File: src/rtl/tsvmc_pkg.sv
`default_nettype none

package tsvmc_pkg;

    localparam int COL_W        = 9;
    localparam int ROW_W        = 8;
    localparam int RESULT_LIMIT = 64;
    localparam int CNT_W        = 7;

    localparam logic [2:0] ACT_CLEAR = 3'd0;
    localparam logic [2:0] ACT_SHOW  = 3'd1;
    localparam logic [2:0] ACT_HIDE  = 3'd2;
    localparam logic [2:0] ACT_TEST  = 3'd3;
    localparam logic [2:0] ACT_CLIP  = 3'd4;

    localparam logic CFG_COLUMNS = 1'b0;
    localparam logic CFG_ROWS    = 1'b1;

    typedef struct packed {
        logic load;
        logic clr_write;
        logic rect_write;
        logic rect_next;
        logic scan_step;
        logic test_capture;
        logic push_single;
        logic push_final;
    } t_cmd;

    typedef struct packed {
        logic [2:0] action;
        logic       clr_last;
        logic       rect_empty;
        logic       span_empty;
        logic       byte_last;
        logic       row_last;
        logic       found;
        logic       in_run;
        logic       limit;
        logic       out_free;
    } t_stat;

endpackage

`default_nettype wire

File: src/rtl/tsvmc_ctrl.sv
`default_nettype none

module tsvmc_ctrl
    import tsvmc_pkg::*;
(
    input  wire logic  i_clk,
    input  wire logic  i_rst_n,
    input  wire logic  i_in_valid,
    output logic       o_in_ready,
    input  wire t_stat i_stat,
    output t_cmd       o_cmd
);

    localparam logic [3:0] S_CLEAR     = 4'd0;
    localparam logic [3:0] S_IDLE      = 4'd1;
    localparam logic [3:0] S_DECODE    = 4'd2;
    localparam logic [3:0] S_RECT_RD   = 4'd3;
    localparam logic [3:0] S_RECT_WR   = 4'd4;
    localparam logic [3:0] S_TEST_RD   = 4'd5;
    localparam logic [3:0] S_TEST_CHK  = 4'd6;
    localparam logic [3:0] S_CLIP_RD   = 4'd7;
    localparam logic [3:0] S_CLIP_SCAN = 4'd8;
    localparam logic [3:0] S_FINISH    = 4'd9;
    localparam logic [3:0] S_DONE      = 4'd10;

    logic [3:0] r_state, n_state;
    logic       r_clr_cmd, n_clr_cmd;

    always_ff @(posedge i_clk) begin
        if (!i_rst_n) begin
            r_state   <= S_CLEAR;
            r_clr_cmd <= 1'b0;
        end else begin
            r_state   <= n_state;
            r_clr_cmd <= n_clr_cmd;
        end
    end

    always_comb begin
        n_state    = r_state;
        n_clr_cmd  = r_clr_cmd;
        o_cmd      = '0;
        o_in_ready = 1'b0;
        case (r_state)
            S_CLEAR: begin
                o_cmd.clr_write = 1'b1;
                if (i_stat.clr_last) begin
                    n_state   = r_clr_cmd ? S_DONE : S_IDLE;
                    n_clr_cmd = 1'b0;
                end
            end
            S_IDLE: begin
                o_in_ready = 1'b1;
                if (i_in_valid) begin
                    o_cmd.load = 1'b1;
                    n_state    = S_DECODE;
                end
            end
            S_DECODE: begin
                case (i_stat.action)
                    ACT_CLEAR: begin
                        n_clr_cmd = 1'b1;
                        n_state   = S_CLEAR;
                    end
                    ACT_SHOW, ACT_HIDE: n_state = i_stat.rect_empty ? S_DONE : S_RECT_RD;
                    ACT_TEST:           n_state = S_TEST_RD;
                    ACT_CLIP:           n_state = i_stat.span_empty ? S_FINISH : S_CLIP_RD;
                    default:            n_state = S_DONE;
                endcase
            end
            S_RECT_RD: n_state = S_RECT_WR;
            S_RECT_WR: begin
                o_cmd.rect_write = 1'b1;
                o_cmd.rect_next  = 1'b1;
                n_state = (i_stat.byte_last && i_stat.row_last) ? S_DONE : S_RECT_RD;
            end
            S_TEST_RD: n_state = S_TEST_CHK;
            S_TEST_CHK: begin
                o_cmd.test_capture = 1'b1;
                n_state = S_DONE;
            end
            S_CLIP_RD: n_state = S_CLIP_SCAN;
            S_CLIP_SCAN: begin
                if (i_stat.out_free) begin
                    o_cmd.scan_step = 1'b1;
                    if (i_stat.found) begin
                        if (i_stat.in_run && i_stat.limit) begin
                            n_state = S_FINISH;
                        end
                    end else begin
                        n_state = i_stat.byte_last ? S_FINISH : S_CLIP_RD;
                    end
                end
            end
            S_FINISH: begin
                if (i_stat.out_free) begin
                    o_cmd.push_final = 1'b1;
                    n_state = S_IDLE;
                end
            end
            S_DONE: begin
                if (i_stat.out_free) begin
                    o_cmd.push_single = 1'b1;
                    n_state = S_IDLE;
                end
            end
            default: n_state = S_IDLE;
        endcase
    end

endmodule

`default_nettype wire

File: config.mk
export PLATFORM = sky130hd
export DESIGN_NAME = tsvmc_ctrl
export DESIGN_NICKNAME = d
export VERILOG_FILES = /design/src/rtl/tsvmc_pkg.sv /design/src/rtl/tsvmc_ctrl.sv
export SDC_FILE = /design/constraint.sdc
export NUM_CORES = 1
export LEC_CHECK = 0
export BUFFER_PORTS_ARGS = -buffer_cell sky130_fd_sc_hd__buf_2
export CAP_MARGIN = 5
export CORE_UTILIZATION = 40
export DETAILED_ROUTE_END_ITERATION = 10
export GPL_TIMING_DRIVEN = 0
export PLACE_DENSITY = 0.78
export SYNTH_ARGS = -nofsm -noshare
export SYNTH_HDL_FRONTEND = slang
export SYNTH_SLANG_ARGS = --single-unit
File: constraint.sdc
create_clock -name i_clk -period 3.85 [get_ports i_clk]
set_clock_uncertainty 0.05 [all_clocks]
set_input_delay 0.9625 -clock i_clk [delete_from_list [all_inputs] [get_ports i_clk]]
set_output_delay 0.9625 -clock i_clk [all_outputs]
set_load 0.05 [all_outputs]
==> results of run 1 <==
-- final cells by class --
type,instances,area [sq um],area share
Multi-Input combinational cell,71,433,0.589
Buffer,5,30.0,0.0409
Tap cell,15,18.8,0.0256
Clock buffer,4,26.3,0.0358
Sequential cell,5,100,0.136
Timing Repair Buffer,23,115,0.157
Inverter,3,11.3,0.0153
-- flip-flops by register name (all words and copies together), names as in the netlist --
register,flops
r_clr_cmd,1
r_state,4
-- per-stage QoR --
step | instance area [sq um] | hold WS [ns]
2_1_floorplan | 574 | 0.421
3_3_place_gp | 708 | 0.461
3_5_place_dp | 708 | 0.469
4_1_cts | 734 | 0.475
5_1_grt | 734 | 0.499
6_report | 734 | 0.471
-- power by group --
group | leakage [uW] | switching (uW) | total, uW | internal (uW)
clock network | 0.0000150 | 20.3 | 59.4 | 39.1
registers | 0.0000409 | 17.5 | 84.3 | 66.8
logic | 0.000280 | 228 | 337 | 110
total | 0.000336 | 265 | 481 | 216
-- routing by layer --
metal | track usage | share of wire
met1 | 0.300 | 0.50
met2 | 0.375 | 0.44
met3 | 0.0511 | 0.066
met4 | 0.00862 | 0
met5 | 0 | 0
-- path summary, 6_finish.rpt --
path | startpoint | endpoint | slack, ns
worst min register to register | r_clr_cmd | r_clr_cmd | 0.47
worst max-delay path | r_state[2] | o_cmd[7] | 1.22
worst min-delay path | r_clr_cmd | r_clr_cmd | 0.47
worst max register to register | r_state[3] | r_state[3] | 2.22
-- cells by family (layout without fill, tap and decap cells) --
family,count (synthesis),count (layout),share of synthesized area
AND/OR/NAND/NOR,44,44,0.416
flip-flops,5,5,0.174
buffers and inverters,8,35,0.0719
AO/OA/AOI/OAI,27,27,0.338
-- placed cells by master, fill, tap and decap left out, types with 2 or more instances in the layout --
| master | netlist | layout |
|---|---|---|
| a211oi_1 | 2 | 2 |
| a21boi_0 | 2 | 2 |
| a21o_1 | 2 | 2 |
| a21oi_1 | 3 | 3 |
| a31oi_1 | 3 | 3 |
| and3_1 | 4 | 4 |
| buf_2 | 0 | 23 |
| clkbuf_1 | 3 | 4 |
| clkbuf_4 | 0 | 3 |
| dfxtp_1 | 5 | 5 |
| inv_1 | 3 | 3 |
| nand2_1 | 8 | 8 |
| nand2b_1 | 2 | 2 |
| nand3_1 | 2 | 2 |
| nor2_1 | 11 | 11 |
| nor2b_1 | 5 | 5 |
| nor3_1 | 2 | 2 |
| o21ai_0 | 3 | 3 |
| o22ai_1 | 3 | 3 |
| or4_1 | 2 | 2 |
-- critical path: cells and delay by family (launching register included) --
kind                   cells  cell delay (ns)
and+or+nand+nor            4             0.59
buffers and inverters      2             0.45
DFF                        1             0.32
==> results.sh, run 1 <==
export IMPL_die_area_sq_mm=0.00159
export IMPL_slew_viol_final=0
export IMPL_initial_core_util=0.436
export IMPL_dp_cells=122
export IMPL_hold_buffers=0
export IMPL_hold_viol=0
export IMPL_cts_buffers=3
export IMPL_rows=13
export IMPL_yosysMostFrequentCell="nor2_1"
export IMPL_drv_cap=0
export IMPL_power_leakage_uw=0.000336
export IMPL_firstDrtPassIters=4
export IMPL_synth_async_reset_ratio=0
export IMPL_syn_inst=84
export IMPL_grt_ovfl_total=0
export IMPL_port_buffers=23
export IMPL_tightestPinTransition_ns=0.463
export IMPL_maxSlewHeadroom=0.689
export IMPL_clkSinkCount=5
export IMPL_final_setup_worst_slack_ns=1.22
export IMPL_synth_area_top_cells="dfxtp_1 (17%), nor2_1 (7.2%), nor2b_1 (5.4%)"
export IMPL_die_x_microns=39.9
export IMPL_cts_tree="done"
export IMPL_startpoint_type="register"
export IMPL_viasPerCell=5.83
export IMPL_max_freq_mhz=381
export IMPL_synth_edf_count=0
export IMPL_final_cells=126
export IMPL_finalPower_uw=481
export IMPL_clock_latency_ns=0.24
export IMPL_status="complete, no violations"
export IMPL_cts_htree_levels=1
export IMPL_gp_congestion=0.868
export IMPL_crit_type="reg2out"
export IMPL_grt_max_degree=11
export IMPL_dpl_hpwl_mm=1.17
export IMPL_fin_crit_sh=0.682
export IMPL_yosysUniqueCellTypes=37
export IMPL_drtIter0Drc=46
export IMPL_crit_chain="clkbuf_1 > nor2_1 > nand2_1 > nor2_1 > and2_1 > buf_2"
export IMPL_yosys_area_top_type="dfxtp_1"
export IMPL_yosysWarnings=0
export IMPL_worstRegToRegCells=5
export IMPL_synth_seq_cells=5
export IMPL_syn_area_per_cell_sq_um=6.84
export IMPL_worstPathRequired_ns=2.84
export IMPL_arrival_ns=1.61
export IMPL_yosys_top_cells_count="nor2_1 (11), nand2_1 (8), dfxtp_1 (5), nor2b_1 (5), and3_1 (4)"
export IMPL_clk_path_buf_depth=2
export IMPL_pre_cts_slack_ns=1.27
export IMPL_fin_crit_ns=2.63
export IMPL_yosysTopAreaCellShare=0.174
export IMPL_wl_per_cell_microns=12.1
export IMPL_syn2layout_area_growth_pct=27.9
export IMPL_vias=734
export IMPL_cp_common_cell="nor2_1"
export IMPL_antenna_found_initial=0
export IMPL_syn_area_sq_um=574
export IMPL_n_antenna_cell=0
export IMPL_cp_max_fo=10
export IMPL_clk_pin_slew_worst_paths_ns=0.04
export IMPL_rsz0062_at_grt="false"
export IMPL_ys_flop_type="dfxtp_1"
export IMPL_ctsResizeCount=0
export IMPL_post_cts_buffers=0
export IMPL_critPathCaptureType="primary output"
export IMPL_grt_usage=0.224
export IMPL_cp_slowest_cell="dfxtp_1"
export IMPL_ant_nets=0
export IMPL_finalSetupTns_ns=0
export IMPL_ys_seq_area_frac=0.174
export IMPL_nNetsFinal=127
export IMPL_final_util=0.557
export IMPL_hold_path_class="reg2reg"
export IMPL_core_area_sq_mm=0.00132
export IMPL_fillCellCount=136
export IMPL_totalWireLength_mm=1.53
export IMPL_first_global_vias=579
export IMPL_pin_count=24
export IMPL_drive_above_1_share=0.288
export IMPL_ir_drop_mv=0.202
export IMPL_p_per_area_mw_per_mm2=655
export IMPL_min_delay_path_depth=2
export IMPL_setup_viol=0
export IMPL_grt_pass1_wl_mm=2.47
export IMPL_syn_num_nets=99
export IMPL_die_y_microns=39.9
export IMPL_root_buffer="clkbuf_4"
export IMPL_route_detailed_drc=0
export IMPL_slowest_delay_ns=0.32
No activity file was read; power rests on OpenSTA's default activity.
==> run 2, diff against run 1 <==
--- a/config.mk
+++ b/config.mk
@@ -10,7 +10,7 @@
 export CORE_UTILIZATION = 40
 export DETAILED_ROUTE_END_ITERATION = 10
 export GPL_TIMING_DRIVEN = 0
-export PLACE_DENSITY = 0.78
+export PLACE_DENSITY = 0.8
 export SYNTH_ARGS = -nofsm -noshare
 export SYNTH_HDL_FRONTEND = slang
 export SYNTH_SLANG_ARGS = --single-unit
==> constraint.sdc (replaced) <==
create_clock -name i_clk -period 2.29 [get_ports i_clk]
set_clock_uncertainty 0.05 [all_clocks]
set_input_delay 0.5725 -clock i_clk [delete_from_list [all_inputs] [get_ports i_clk]]
set_output_delay 0.5725 -clock i_clk [all_outputs]
set_load 0.05 [all_outputs]
==> results.sh, run 2 (synthesis results as in run 1) <==
export IMPL_cts_buffers=3
export IMPL_die_x_microns=39.9
export IMPL_worstRegToRegCells=5
export IMPL_n_antenna_cell=0
export IMPL_holdPathEnd="r_clr_cmd"
export IMPL_drtIter0Drc=14
export IMPL_crit_family="buffers and inverters"
export IMPL_crit_type="reg2out"
export IMPL_tightestPinTransition_ns=0.395
export IMPL_final_util=0.570
export IMPL_ir_drop_mv=0.447
export IMPL_first_global_vias=628
export IMPL_pwr_share_seq=0.178
export IMPL_layout_common_cells="buf_2 (23), nor2_1 (9), nand2_1 (8)"
export IMPL_reg_largest_list="r_state: 4 flops, r_clr_cmd: 1 flops"
export IMPL_finalSetupTns_ns=0
export IMPL_antenna_found_initial=0
export IMPL_dpl_hpwl_mm=1.19
export IMPL_grt_pass1_wl_mm=2.42
export IMPL_status="complete, no violations"
export IMPL_pin_count=24
export IMPL_cts_tree="done"
export IMPL_crit_buf_inv=2
export IMPL_syn2layout_area_growth_pct=30.7
export IMPL_vias=720
export IMPL_largest_reg_flops=4
export IMPL_hold_start="r_clr_cmd"
export IMPL_firstDrtPassIters=4
export IMPL_drv_cap=0
export IMPL_slowest_delay_ns=0.45
export IMPL_clk_path_buf_depth=2
export IMPL_ff2ff_setup_slack_ns=0.60
export IMPL_timing_rr_end="r_state[3]"
export IMPL_clk_pin_slew_worst_paths_ns=0.05
export IMPL_rows=13
export IMPL_root_buffer="clkbuf_4"
export IMPL_arrival_ns=1.53
export IMPL_grt_max_degree=11
export IMPL_clock_latency_ns=0.24
export IMPL_die_y_microns=39.9
export IMPL_core_area_sq_mm=0.00132
export IMPL_viasPerCell=5.71
export IMPL_ff_latch_area_sq_um=100
export IMPL_cp_slowest_cell="dfxtp_1"
export IMPL_p_sw_frac=0.553
export IMPL_fillCellCount=135
export IMPL_min_delay_path_depth=2
export IMPL_setup_viol=0
export IMPL_gp_congestion=0.844
export IMPL_initial_core_util=0.436
export IMPL_post_cts_buffers=0
export IMPL_clkSinkCount=5
export IMPL_slew_viol_final=0
export IMPL_cts_htree_levels=1
export IMPL_drive_above_1_share=0.351
export IMPL_pwr_share_clk=0.123
export IMPL_final_common_cell="buf_2"
export IMPL_hold_path_class="reg2reg"
export IMPL_nNetsFinal=127
export IMPL_multi_input_area_sq_um=445
export IMPL_max_freq_mhz=464
export IMPL_wl_per_cell_microns=12.0
export IMPL_cp_max_fo=10
export IMPL_power_leakage_uw=0.000348
export IMPL_rsz0062_at_grt="false"
export IMPL_grt_ovfl_total=0
export IMPL_route_detailed_drc=0
export IMPL_internal_power_uw=371
export IMPL_regMostFlops="r_state"
export IMPL_hold_viol=0
export IMPL_critPathCaptureType="primary output"
export IMPL_grt_usage=0.219
export IMPL_worstPathRequired_ns=1.67
export IMPL_maxSlewHeadroom=0.736
export IMPL_startpoint_type="register"
export IMPL_fin_crit_sh=0.941
export IMPL_fin_crit_ns=2.16
export IMPL_rr_startpoint="r_state[3]"
export IMPL_p_per_area_mw_per_mm2=1110
export IMPL_hold_buffers=0
export IMPL_crit_chain="clkbuf_1 > nor2_2 > and2_2 > buf_2"
export IMPL_die_area_sq_mm=0.00159
export IMPL_power_share_combinational=0.700
export IMPL_port_buffers=23
export IMPL_p_sw_uw=459
export IMPL_totalWireLength_mm=1.51
export IMPL_ant_nets=0
run 2: cell count changes in the layout (fill, tap and decap cells not counted), sizes merged:
cell,previous run,this run
clkbuf,7,6
clkinv,0,1
run 2: repair_timing:
action / 4_1_cts / 5_1_grt
endpoints found under the setup margin: 1 / 1
gates resized for setup: 1 / 3
pin swaps: 0 / 0
endpoints found under the hold margin: 0 / 0
run 2: how the worst max path moves through the flow:
stage	start	end	slack, ns	depth (start not counted)
global placement	r_state[0]	o_cmd[7]	0.29	5
finish	r_state[3]	o_cmd[7]	0.13	4
CTS	r_state[2]	o_cmd[7]	0.04	6
floorplan	r_state[2]	o_cmd[7]	0.05	5
global route	r_state[2]	o_cmd[7]	0.009	6
detailed placement	r_state[0]	o_cmd[7]	0.27	5
run 2: layout make-up:
type                    count  share of cell area
multi-input cells          71               0.593
plain buffers               5              0.0433
inverters                   3              0.0150
repair buffers             23               0.153
clock inverters             1             0.00667
clock buffers               3              0.0300
well taps                  15              0.0250
flip-flops and latches      5               0.133
run 2: worst register-to-register path: stages, from the launching register on:
cell       delay, ns
dfxtp_1         0.45
clkbuf_1        0.37
nor2_1          0.08
a2111oi_0       0.38
nor3_1          0.09
a31oi_1         0.19
run 2: power by group through the flow:
stage / Clock (uW) / Sequential, uW / Combinational [uW]
final: 102 / 148 / 581
after global routing: 114 / 152 / 628
after CTS: 106 / 147 / 574
after detailed placement: 0 / 147 / 572
after global placement: 0 / 147 / 566
after floorplan: 0 / 138 / 449
run 2: through the flow:
stage / worst slack [ns] / hold WS, ns / area (sq um) / power [uW] / std cells
after global placement: 0.287 / 0.464 / 718 / 713 / 122
after detailed placement: 0.267 / 0.484 / 718 / 719 / 122
after global routing: 0.00930 / 0.507 / 751 / 894 / 126
after CTS: 0.0413 / 0.486 / 747 / 827 / 126
after floorplan: 0.0515 / 0.421 / 584 / 588 / 84
final: 0.134 / 0.487 / 751 / 830 / 126
run 2: routing by layer:
metal	routed length, microns	up-vias	GRT usage
met5	0	-	0
met4	13	0	0.0259
met3	88	2	0.0511
met2	688	29	0.383
met1	720	317	0.270
li1	-	372	-
